### src/tdo_pkg.sv
package tdo_pkg;

  localparam int SLOTS      = 16;
  localparam int SLOT_BITS  = 4;
  localparam int COORD_BITS = 12;
  localparam int COLOR_BITS = 8;
  localparam int RAD_BITS   = 10;
  localparam int RSQ_BITS   = 2 * RAD_BITS;
  localparam int SQ_BITS    = 2 * COORD_BITS;
  localparam int DIST_BITS  = SQ_BITS + 1;
  localparam int ACT_BITS   = 2;
  localparam int CFG_IDX_BITS  = 3;
  localparam int CFG_DATA_BITS = RAD_BITS;

  // item kinds
  localparam logic [ACT_BITS-1:0] ACT_PIXEL = 2'd0;
  localparam logic [ACT_BITS-1:0] ACT_MOVE  = 2'd1;
  localparam logic [ACT_BITS-1:0] ACT_DOWN  = 2'd2;
  localparam logic [ACT_BITS-1:0] ACT_UP    = 2'd3;

  // register indexes
  localparam logic [CFG_IDX_BITS-1:0] REG_TOUCH_RED   = 3'd0;
  localparam logic [CFG_IDX_BITS-1:0] REG_TOUCH_GREEN = 3'd1;
  localparam logic [CFG_IDX_BITS-1:0] REG_TOUCH_BLUE  = 3'd2;
  localparam logic [CFG_IDX_BITS-1:0] REG_INVERT_MODE = 3'd3;
  localparam logic [CFG_IDX_BITS-1:0] REG_MOVE_RADIUS = 3'd4;
  localparam logic [CFG_IDX_BITS-1:0] REG_DOWN_RADIUS = 3'd5;

  localparam logic [COLOR_BITS-1:0] COLOR_FULL = 8'hFF;

  // reset values, radius squares precomputed
  localparam logic [COLOR_BITS-1:0] RST_TOUCH_RED   = 8'd255;
  localparam logic [COLOR_BITS-1:0] RST_TOUCH_GREEN = 8'd0;
  localparam logic [COLOR_BITS-1:0] RST_TOUCH_BLUE  = 8'd0;
  localparam logic [RSQ_BITS-1:0]   RST_MOVE_RSQ    = RSQ_BITS'(16 * 16);
  localparam logic [RSQ_BITS-1:0]   RST_DOWN_RSQ    = RSQ_BITS'(24 * 24);

  typedef logic [COORD_BITS-1:0] coord_t;
  typedef logic [COLOR_BITS-1:0] color_t;
  typedef logic [RSQ_BITS-1:0]   rsq_t;

  typedef struct packed {
    color_t red;
    color_t green;
    color_t blue;
    color_t alpha;
  } pixel_t;

endpackage

### src/tdo_lane.sv
module tdo_lane (
  input  logic           clk,
  input  logic           load,
  input  tdo_pkg::coord_t pix_x,
  input  tdo_pkg::coord_t pix_y,
  input  tdo_pkg::coord_t slot_x,
  input  tdo_pkg::coord_t slot_y,
  input  logic           slot_on,
  input  logic           slot_down,
  input  tdo_pkg::rsq_t  move_rsq,
  input  tdo_pkg::rsq_t  down_rsq,
  output logic           hit
);

  tdo_pkg::coord_t dx;
  tdo_pkg::coord_t dy;
  logic [tdo_pkg::SQ_BITS-1:0]   dxsq_nxt;
  logic [tdo_pkg::SQ_BITS-1:0]   dysq_nxt;
  logic [tdo_pkg::SQ_BITS-1:0]   dxsq_r;
  logic [tdo_pkg::SQ_BITS-1:0]   dysq_r;
  logic                          on_r;
  logic                          down_r;
  logic [tdo_pkg::DIST_BITS-1:0] dist_sum;
  tdo_pkg::rsq_t                 rsq;

  assign dx = (pix_x >= slot_x) ? (pix_x - slot_x) : (slot_x - pix_x);
  assign dy = (pix_y >= slot_y) ? (pix_y - slot_y) : (slot_y - pix_y);
  assign dxsq_nxt = tdo_pkg::SQ_BITS'(dx) * tdo_pkg::SQ_BITS'(dx);
  assign dysq_nxt = tdo_pkg::SQ_BITS'(dy) * tdo_pkg::SQ_BITS'(dy);

  always_ff @(posedge clk) begin
    if (load) begin
      dxsq_r <= dxsq_nxt;
      dysq_r <= dysq_nxt;
      on_r   <= slot_on;
      down_r <= slot_down;
    end
  end

  assign dist_sum = tdo_pkg::DIST_BITS'(dxsq_r) + tdo_pkg::DIST_BITS'(dysq_r);
  assign rsq      = down_r ? down_rsq : move_rsq;
  assign hit      = on_r && (dist_sum <= tdo_pkg::DIST_BITS'(rsq));

endmodule

### config.mk
export PLATFORM = sky130hd
export DESIGN_NAME = tdo_lane
export DESIGN_NICKNAME = d
export VERILOG_FILES = /design/src/tdo_pkg.sv /design/src/tdo_lane.sv
export SDC_FILE = /design/constraint.sdc
export NUM_CORES = 1
export LEC_CHECK = 0
export BUFFER_PORTS_ARGS = -buffer_cell sky130_fd_sc_hd__buf_4
export CORE_MARGIN = 4
export CORE_UTILIZATION = 49
export CTS_CLUSTER_SIZE = 20
export DETAILED_ROUTE_END_ITERATION = 6
export MAX_ROUTING_LAYER = met4
export PLACE_DENSITY = 0.67
export SLEW_MARGIN = 20
export SYNTH_ARGS = -nofsm -noshare
export SYNTH_HDL_FRONTEND = slang
export SYNTH_SLANG_ARGS = --single-unit
### constraint.sdc
create_clock -name clk -period 8.55 [get_ports clk]
set_input_delay 0.855 -clock clk [delete_from_list [all_inputs] [get_ports clk]]
set_output_delay 0.855 -clock clk [all_outputs]
set_load 0.1 [all_outputs]
# Word-level counts from Yosys, hierarchy flattened
# Index checks and enable logic that the tools add are counted.
op_classes:
  add_sub_neg: 5
  order_cmp: 3
  mux: 3
  n_reduce_logical: 1
  n_mul: 2
ops:
  columns: ["operator", "n"]
  rows:
  - ["$mul A12 B12 Y24", 2]
  - ["$sub A12 B12 Y12", 4]
  - ["$add A24 B24 Y25", 1]
  - ["$le A25 B20 Y1", 1]
  - ["$ge A12 B12 Y1", 2]
  - ["$mux W12", 2]
  - ["$mux W20", 1]
  - ["$logic_and A1 B1 Y1", 1]
totals:
  register_bits: 50
  input_bits: 92
  word_cells: 18

# Logic depth before layout (Yosys ltp)
# Gate-level depths: netlist of run 1.
depth:
  depth_word: 3
  depth_mapped: 32

# Worst setup path before layout of run 1
# OpenSTA, ideal clock, no wires.
synth_timing:
  kind: "input to register"
  start: "input pix_x[0]"
  end: "register dxsq_r[21] in the netlist's numbering, data pin"
  required_ns: 8.290
  path_stages: 32
  arrival_time_ns: 7.701
  setup_slack_ns: 0.589
  setup_time_ns: 0.260
  n_path_buf: 2
  path_cell_list: "inv_1 -> ha_1 -> inv_1 -> fa_1 -> a21o_1 -> a211oi_1 -> o221ai_2 -> nand2_2 -> buf_4 -> nand3b_1 -> o31ai_1 -> xor2_1 -> buf_2 -> or2_2 -> fa_1 -> inv_1 -> fa_1 -> inv_1 -> fa_1 -> inv_1 -> fa_1 -> inv_1 -> fa_1 -> inv_1 -> ha_1 -> or3_1 -> o221a_2 -> o31a_1 -> a211oi_1 -> o21bai_1 -> a21o_1 -> xor2_1"
synth_via:
  elab_chain_len: 3
synth_rtl:
  columns: ["item", "line_no", "text"]
  rows:
  - ["start: declaration", "tdo_lane.sv:4", "input tdo_pkg::coord_t pix_x,"]
  - ["$sub A12 B12 Y12 or $ge A12 B12 Y1 (tied branches)", "tdo_lane.sv:26", "assign dx = (pix_x >= slot_x) ? (pix_x - slot_x) : (slot_x - pix_x);"]
  - ["$mux W12 *", "tdo_lane.sv:26", null]
  - ["$mul A12 B12 Y24 *", "tdo_lane.sv:28", "assign dxsq_nxt = tdo_pkg::SQ_BITS'(dx) * tdo_pkg::SQ_BITS'(dx);"]
  - ["via dxsq_nxt, one bit", "tdo_lane.sv:17", "logic [tdo_pkg::SQ_BITS-1:0] dxsq_nxt;"]
  - ["end signal: assignment", "tdo_lane.sv:33", "dxsq_r <= dxsq_nxt;"]
  - ["end: declaration", "tdo_lane.sv:19", "logic [tdo_pkg::SQ_BITS-1:0] dxsq_r;"]
# The timed path passes the listed nets; every way through them passes the cells marked *.
# A chain may end at the register's enable or synchronous reset.

# Worst setup path after layout of run 1
# Ends and elaborated chain as after synthesis.

==> reports/summary.txt, run 1 <==
status: complete, no violations
mux share of post-synthesis cell area: 3.238%
Post-Syn Nets: 1,943
Post-DRT Antenna Nets: 0
Slew Limit Fails: 0
WL per Instance: 14.38 um
crit path kind: in -> reg
Die X: 172.5 um
Routed WL: 28.02 mm
Final Hold Viols: 0
Async SR Flop Fraction: 0%
Area growth, synth to finish: 11.88%
CTS tree: done
largest net degree at the start of global routing: 49
H-Tree Depth: 2
DR iter-0 viols: 558
Fillers: 2,435
Die H: 172.5 um
Syn Inst Count: 1,484
sequential fraction of the synthesis area: 10.88%
worst slew pin tran: 0.9592 ns
Critical Path Fanout Max: 9
# setup viols final: 0
Worst Hold End: down_r
FP Rows: 59
Hold Path Class: in -> reg
relative slew slack: 34.40%
# IOs: 93
Syn Area/Cell: 8.930 um^2
core box area: 0.02635 mm^2
clock transition at the registers of the reported paths: 0.06 ns
CP Launch Type: input port
Post-Synth XOR/XNOR Area: 5.684%
drt first pass iters: 5
crit-path max cell delay: 0.55 ns
DP Wirelength: 24.71 mm
Synth Area in Adders: 43.94%
Compound-Gate Fraction of Synth Area: 13.50%
MaxCap Viol Count: 0
Root Buffer: clkbuf_16
CTS Hold Buffers Added: 0
clk buf depth: 2
Arrival @ worst endpoint: 8.14 ns
vias per cell: 5.376
n_diodes: 0
port buffer count: 92
Synth Flop Type: edfxtp_1
crit end category: flip-flop
total negative slack: 0 ns
Cell variety after synth: 82
CTS sink count: 48
Hold Crit Depth: 1
maximum clock rate: 123.5 MHz
slowest CP cell: fa_1
Synth warnings: 0
synthesized cell area: 0.01325 mm^2
total CTS buffers: 5
Layout Nets: 2,072
Placer Congestion: 0.9734
Tmin final: 8.100 ns
hold_sp: slot_down
initial antenna violation count: 0
Final Cycle Share: 94.74%
DRC Markers: 0
Starting Density: 50.29%
Critical Path RT: 8.59 ns
die area: 0.02974 mm^2
Seq cells post-synth: 48
Post-Synth Simple-Gate Area: 12.62%
largest family of logic cells by synthesized area: adder cells
GR Util All Layers: 20.02%
vias in the first global route: 10,370
via count: 10,480
Post-synth EDFFs: 48
CP dominant cell by count: fa_1
RSZ-0062 raised after global routing: no
fraction of layout cells with a size suffix above 1: 14.13%
first-pass GRT wire length: 48.17 mm
gr ovfl total: 0
## registers in the layout, indices dropped and copies added, names as in the netlist
| register | cells |
|---|---|
| dysq_r | 23 |
| on_r | 1 |
| dxsq_r | 23 |
| down_r | 1 |
## worst max path at each step
stage | from | endpoint | slack, ns | cells past startpoint
after floorplan | pix_x[0] | dxsq_r[21] | 0.59 | 32
after CTS | pix_x[0] | dxsq_r[21] | 0.37 | 31
final | pix_x[0] | dxsq_r[21] | 0.45 | 31
after global placement | pix_x[0] | dxsq_r[21] | 0.13 | 31
after detailed placement | pix_x[0] | dxsq_r[21] | 0.11 | 31
after global routing | pix_y[0] | dysq_r[23] | 0.005 | 32
## layout by cell type, fill, tap and decap left out, types with 10 or more instances in the layout
cell type	n
edfxtp_1	48
nor2b_1	12
inv_2	10
mux2i_1	32
xnor2_1	57
nand2_1	64
a211oi_1	13
inv_1	300
fa_1	164
o21bai_1	11
nand3_1	20
a21o_1	35
xor2_1	15
o21a_1	20
ha_1	203
nor2_1	142
or3_1	11
nor3_1	17
or2_2	15
o21ai_0	30
a21oi_1	74
buf_4	154
nand2b_1	22
## repair_timing
action,CTS,global route
setup endpoints to repair,0,3
buffers inserted,0,0
gates resized for setup,0,3
## per-stage QoR
stage / utilization (%) / worst slack, ns / hold WS [ns] / cell area, um^2 / cells
final: 56.26 / 0.4498 / 0.7390 / 14830 / 1949
after global routing: 56.26 / 0.005082 / 0.7312 / 14830 / 1949
after CTS: 56.19 / 0.3685 / 0.7361 / 14810 / 1949
after detailed placement: 55.66 / 0.1097 / 1.037 / 14670 / 1941
after global placement: 55.66 / 0.1315 / 1.035 / 14670 / 1941
after floorplan: - / 0.5890 / 0.9539 / 13250 / 1484
## cell usage after synthesis, types with 4 or more instances
cell / n / share of area [%]
a211oi_1: 15 / 0.85
a21o_1: 35 / 2.0
a21oi_1: 74 / 2.8
a31oi_1: 4 / 0.19
and2_1: 6 / 0.28
and3_1: 7 / 0.33
buf_2: 15 / 0.57
buf_6: 4 / 0.34
clkbuf_1: 12 / 0.34
edfxtp_1: 48 / 11
fa_1: 164 / 25
ha_1: 203 / 19
inv_1: 300 / 8.5
inv_2: 10 / 0.28
mux2_2: 7 / 0.59
mux2i_1: 32 / 2.4
nand2_1: 64 / 1.8
nand2b_1: 22 / 1.0
nand3_1: 20 / 0.76
nand3b_1: 6 / 0.34
nand4_1: 9 / 0.42
nor2_1: 142 / 4.0
nor2b_1: 12 / 0.57
nor3_1: 17 / 0.64
o2111ai_1: 6 / 0.40
o211ai_1: 5 / 0.28
o21a_1: 20 / 1.1
o21ai_0: 30 / 1.1
o21bai_1: 11 / 0.62
o31ai_1: 7 / 0.40
or2_2: 15 / 0.71
or3_1: 11 / 0.52
xnor2_1: 58 / 3.8
xnor2_2: 5 / 0.61
xor2_1: 15 / 0.99
## routing by layer
metal / share of wire, % / global-route usage (%)
met1: 49 / 29.63
met2: 45 / 31.08
met3: 5.3 / 1.920
met4: 0.94 / 2.221
met5: 0 / -
## worst max-delay path: cells and delay by family
kind,cells,cell delay [ns]
XOR/XNOR,1,0.14
AND/OR/NAND/NOR,3,0.53
adder cells (fa/ha/maj),8,3.31
AO/OA/AOI/OAI,9,1.85
buffers and inverters,8,0.71
multiplexers,2,0.71
## cell families after synthesis
family | Yosys count
adders and majority gates | 367
and+or+nand+nor | 350
AOI/OAI and AO/OA | 255
xor gates and xnor gates | 80
DFF | 48
muxes | 41
buffers and inverters | 343
## final cells by class
cell class / count / area, um^2 / area share (%)
sequential: 48 / 1441 / 9.722
clock buffer: 7 / 132.6 / 0.8945
multi-input combinational: 1093 / 10490 / 70.72
clock inverter: 1 / 8.758 / 0.05907
tap: 335 / 419.2 / 2.827
inverter: 310 / 1164 / 7.848
timing repair buffer: 155 / 1176 / 7.933
Power of run 1 is not shown: default switching activity piles up to over one toggle a cycle in this logic, so the estimate is an artifact.
==> inputs of run 2 (changes only) <==
--- a/config.mk
+++ b/config.mk
@@ -6,7 +6,9 @@
 export NUM_CORES = 1
 export LEC_CHECK = 0
+export ABC_CLOCK_PERIOD_IN_PS = 8550
 export BUFFER_PORTS_ARGS = -buffer_cell sky130_fd_sc_hd__buf_4
 export CORE_MARGIN = 4
 export CORE_UTILIZATION = 49
+export CTS_BUF_LIST = sky130_fd_sc_hd__clkbuf_16
 export CTS_CLUSTER_SIZE = 20
 export DETAILED_ROUTE_END_ITERATION = 6
==> constraint.sdc (replaced) <==
create_clock -name clk -period 8.55 [get_ports clk]
set_input_delay 0.4275 -clock clk [delete_from_list [all_inputs] [get_ports clk]]
set_output_delay 0.4275 -clock clk [all_outputs]
set_load 0.1 [all_outputs]
==> reports/summary.txt, run 2 (synthesized netlist as in run 1, its figures left out) <==
status: complete, no violations
CP bufs+invs: 7
DRC Markers: 0
MaxCap Viol Count: 0
Arrival @ worst endpoint: 8.06 ns
Final Util: 55.02%
vias per cell: 5.367
maximum clock rate: 124.6 MHz
Final Hold Viols: 0
Hold Path Class: in -> reg
gr ovfl total: 0
CP dominant cell by count: fa_1
RSZ-0062 raised after global routing: no
Area growth, synth to finish: 9.413%
Root Buffer: clkbuf_16
FP Rows: 59
Die X: 172.5 um
Layout Nets: 2,033
clock transition at the registers of the reported paths: 0.06 ns
Fillers: 2,439
via count: 10,250
DR iter-0 viols: 594
DP Wirelength: 24.44 mm
Die H: 172.5 um
relative slew slack: 31.27%
GR Util All Layers: 19.98%
Slew Limit Fails: 0
most common cell after layout, fill and taps aside: inv_1
PostCTS Resize Cnt: 0
largest net degree at the start of global routing: 49
clk buf depth: 2
# IOs: 93
first-pass GRT wire length: 47.96 mm
worst slew pin tran: 1.005 ns
Critical Path Fanout Max: 13
Crit. Startpoint: pix_x[0]
hold_sp: slot_down
total negative slack: 0 ns
drt first pass iters: 7
Placer Congestion: 0.9354
Routed WL: 27.92 mm
Tmin final: 8.025 ns
Worst Hold End: down_r
crit path kind: in -> reg
slowest CP cell: fa_1
footprint of the multi-input gates: 0.01047 mm^2
Critical Path RT: 8.59 ns
Post-DRT Antenna Nets: 0
fraction of layout cells with a size suffix above 1: 11.82%
# setup viols final: 0
H-Tree Depth: 2
n_diodes: 0
CTS sink count: 48
port buffer count: 92
Hold Crit Depth: 1
initial antenna violation count: 0
WL per Instance: 14.63 um
crit end category: flip-flop
Starting Density: 50.29%
CTS Hold Buffers Added: 0
Largest delay share family, worst path: adder cells
vias in the first global route: 10,420
die area: 0.02974 mm^2
CTS tree: done
total CTS buffers: 5
CP Launch Type: input port
# Post-CTS Setup Buffers: 0
core box area: 0.02635 mm^2
Largest regs: dxsq_r (23), dysq_r (23)
crit-path max cell delay: 0.55 ns
Final Cycle Share: 93.86%
most frequent cells in the layout: inv_1 (300), ha_1 (203), fa_1 (164)
register area: 0.001441 mm^2
## run 2: changes by cell type in the layout (fill, tap and decap cells not counted)
cell / change
clkinv_1: +1
a211oi_1: +2
a211oi_2: -2
buf_4: -38
xnor2_1: +1
buf_12: -1
xnor2_2: -1
clkbuf_1: -2
## run 2: stage by stage
step	worst slack (ns)	cells	hold slack, ns	cell area (um^2)
floorplan	1.016	1484	0.5264	13250
global placement	0.4064	1902	0.6077	14360
detailed placement	0.2919	1902	0.6070	14360
CTS	0.5841	1909	0.3058	14500
global route	0.06765	1909	0.3043	14500
finish	0.5246	1909	0.3104	14500
## run 2: how the worst max path moves through the flow
stage | endpoint | depth (start not counted) | slack, ns
after global placement | dxsq_r[21] | 30 | 0.41
after floorplan | dxsq_r[21] | 32 | 1.02
after global routing | dxsq_r[21] | 30 | 0.07
final | dxsq_r[21] | 30 | 0.52
after detailed placement | dxsq_r[21] | 30 | 0.29
after CTS | dxsq_r[21] | 30 | 0.58
## run 2: layout make-up
class | instances | area share (%)
inverters | 310 | 8.025
clock buffers | 5 | 0.8629
flip-flops and latches | 48 | 9.940
multi-input cells | 1093 | 72.19
well taps | 335 | 2.891
repair buffers | 116 | 6.006
clock inverters | 2 | 0.08629
## run 2: metal layers
metal	global-route usage [%]	wire (um)
met1	29.05	13850
met3	1.989	1256
met4	2.016	229
met5	-	0
met2	31.67	12590
Power of run 2 is left out for the same reason.
==> inputs of run 3 (changes only) <==
CELL_PAD_IN_SITES_DETAIL_PLACEMENT = 2   (was not set)
CELL_PAD_IN_SITES_GLOBAL_PLACEMENT = 2   (was not set)
CORE_UTILIZATION = 40   (was 49)
PLACE_DENSITY = not set   (was 0.67)
PLACE_DENSITY_LB_ADDON = 0.1   (was not set)
SKIP_CTS_REPAIR_TIMING = 1   (was not set)
TNS_END_PERCENT = 100   (was not set)
==> reports/summary.txt, run 3 (synthesized netlist as in run 1, its figures left out) <==
Die X: 190.0 um
# IOs: 93
gr ovfl total: 0
Final Cycle Share: 94.39%
Tmin final: 8.070 ns
Placer Congestion: 0.8451
total CTS buffers: 5
DR iter-0 viols: 281
Layout Nets: 2,044
Slew Limit Fails: 0
GR Util All Layers: 22.29%
H-Tree Depth: 2
via count: 10,750
clk buf depth: 2
initial antenna violation count: 0
post-route cell area: 0.01477 mm^2
Final Hold Viols: 0
port buffer count: 92
Critical Path RT: 8.59 ns
Arrival @ worst endpoint: 8.11 ns
FP Rows: 66
worst slew pin tran: 1.058 ns
Hold WS: 0.3114 ns
core box area: 0.03262 mm^2
clock transition at the registers of the reported paths: 0.07 ns
most common cell after layout, fill and taps aside: inv_1
drt first pass iters: 5
fraction of layout cells with a size suffix above 1: 12.61%
crit end category: flip-flop
DP Wirelength: 34.21 mm
Die H: 190.0 um
relative slew slack: 29.44%
DRC Markers: 0
MaxCap Viol Count: 0
Root Buffer: clkbuf_16
Starting Density: 40.63%
maximum clock rate: 123.9 MHz
CTS tree: done
CTS sink count: 48
area post-placement: 0.01459 mm^2
slowest CP cell: fa_1
n_diodes: 0
first-pass GRT wire length: 63.85 mm
Hold Path Class: in -> reg
status: complete, no violations
die area: 0.03611 mm^2
total negative slack: 0 ns
vias per cell: 5.302
CP dominant cell by count: fa_1
crit path kind: in -> reg
crit-path max cell delay: 0.55 ns
CP bufs+invs: 8
Critical Path Fanout Max: 13
most frequent cells in the layout: inv_1 (300), ha_1 (203), fa_1 (164)
RSZ-0062 raised after global routing: no
Routed WL: 38.56 mm
WL per Instance: 19.01 um
largest net degree at the start of global routing: 49
# setup viols final: 0
Post-DRT Antenna Nets: 0
Area growth, synth to finish: 11.44%
Largest regs: dxsq_r (23), dysq_r (23)
CP Launch Type: input port
Fillers: 3,676
Largest delay share family, worst path: adder cells
vias in the first global route: 12,250
run 3: metal layers:
layer | global-route usage [%] | up-vias | share of wire, %
met1 | 27.35 | 5485 | 43
met5 | - | - | 0
li1 | - | 5081 | -
met3 | 1.505 | 34 | 2.5
met4 | 2.838 | 0 | 1.2
met2 | 41.47 | 152 | 53
run 3: layout make-up:
type / instances / area [um^2] / share of cell area, %
inverter: 310 / 1164 / 7.879
clock buffer: 5 / 125.1 / 0.8472
timing repair buffer: 127 / 965.9 / 6.540
clock inverter: 3 / 46.29 / 0.3135
multi-input combinational: 1093 / 10470 / 70.92
tap: 442 / 553.0 / 3.744
sequential: 48 / 1441 / 9.759
run 3: path summary, 6_finish.rpt:
check	start	to	slack, ns	depth (start not counted)
setup / recovery	pix_x[0]	dxsq_r[21]	0.48	31
hold / removal	slot_down	down_r	0.31	1
run 3: metrics by stage:
| stage | setup slack (ns) | instances | utilization, % |
|---|---|---|---|
| after floorplan | 1.016 | 1484 | - |
| after global placement | 0.1451 | 2020 | 44.73 |
| after detailed placement | -0.07535 | 2020 | 44.73 |
| after CTS | 0.2541 | 2028 | 45.26 |
| after global routing | 0.1221 | 2028 | 45.28 |
| final | 0.4798 | 2028 | 45.28 |
Power of run 3 is left out for the same reason.
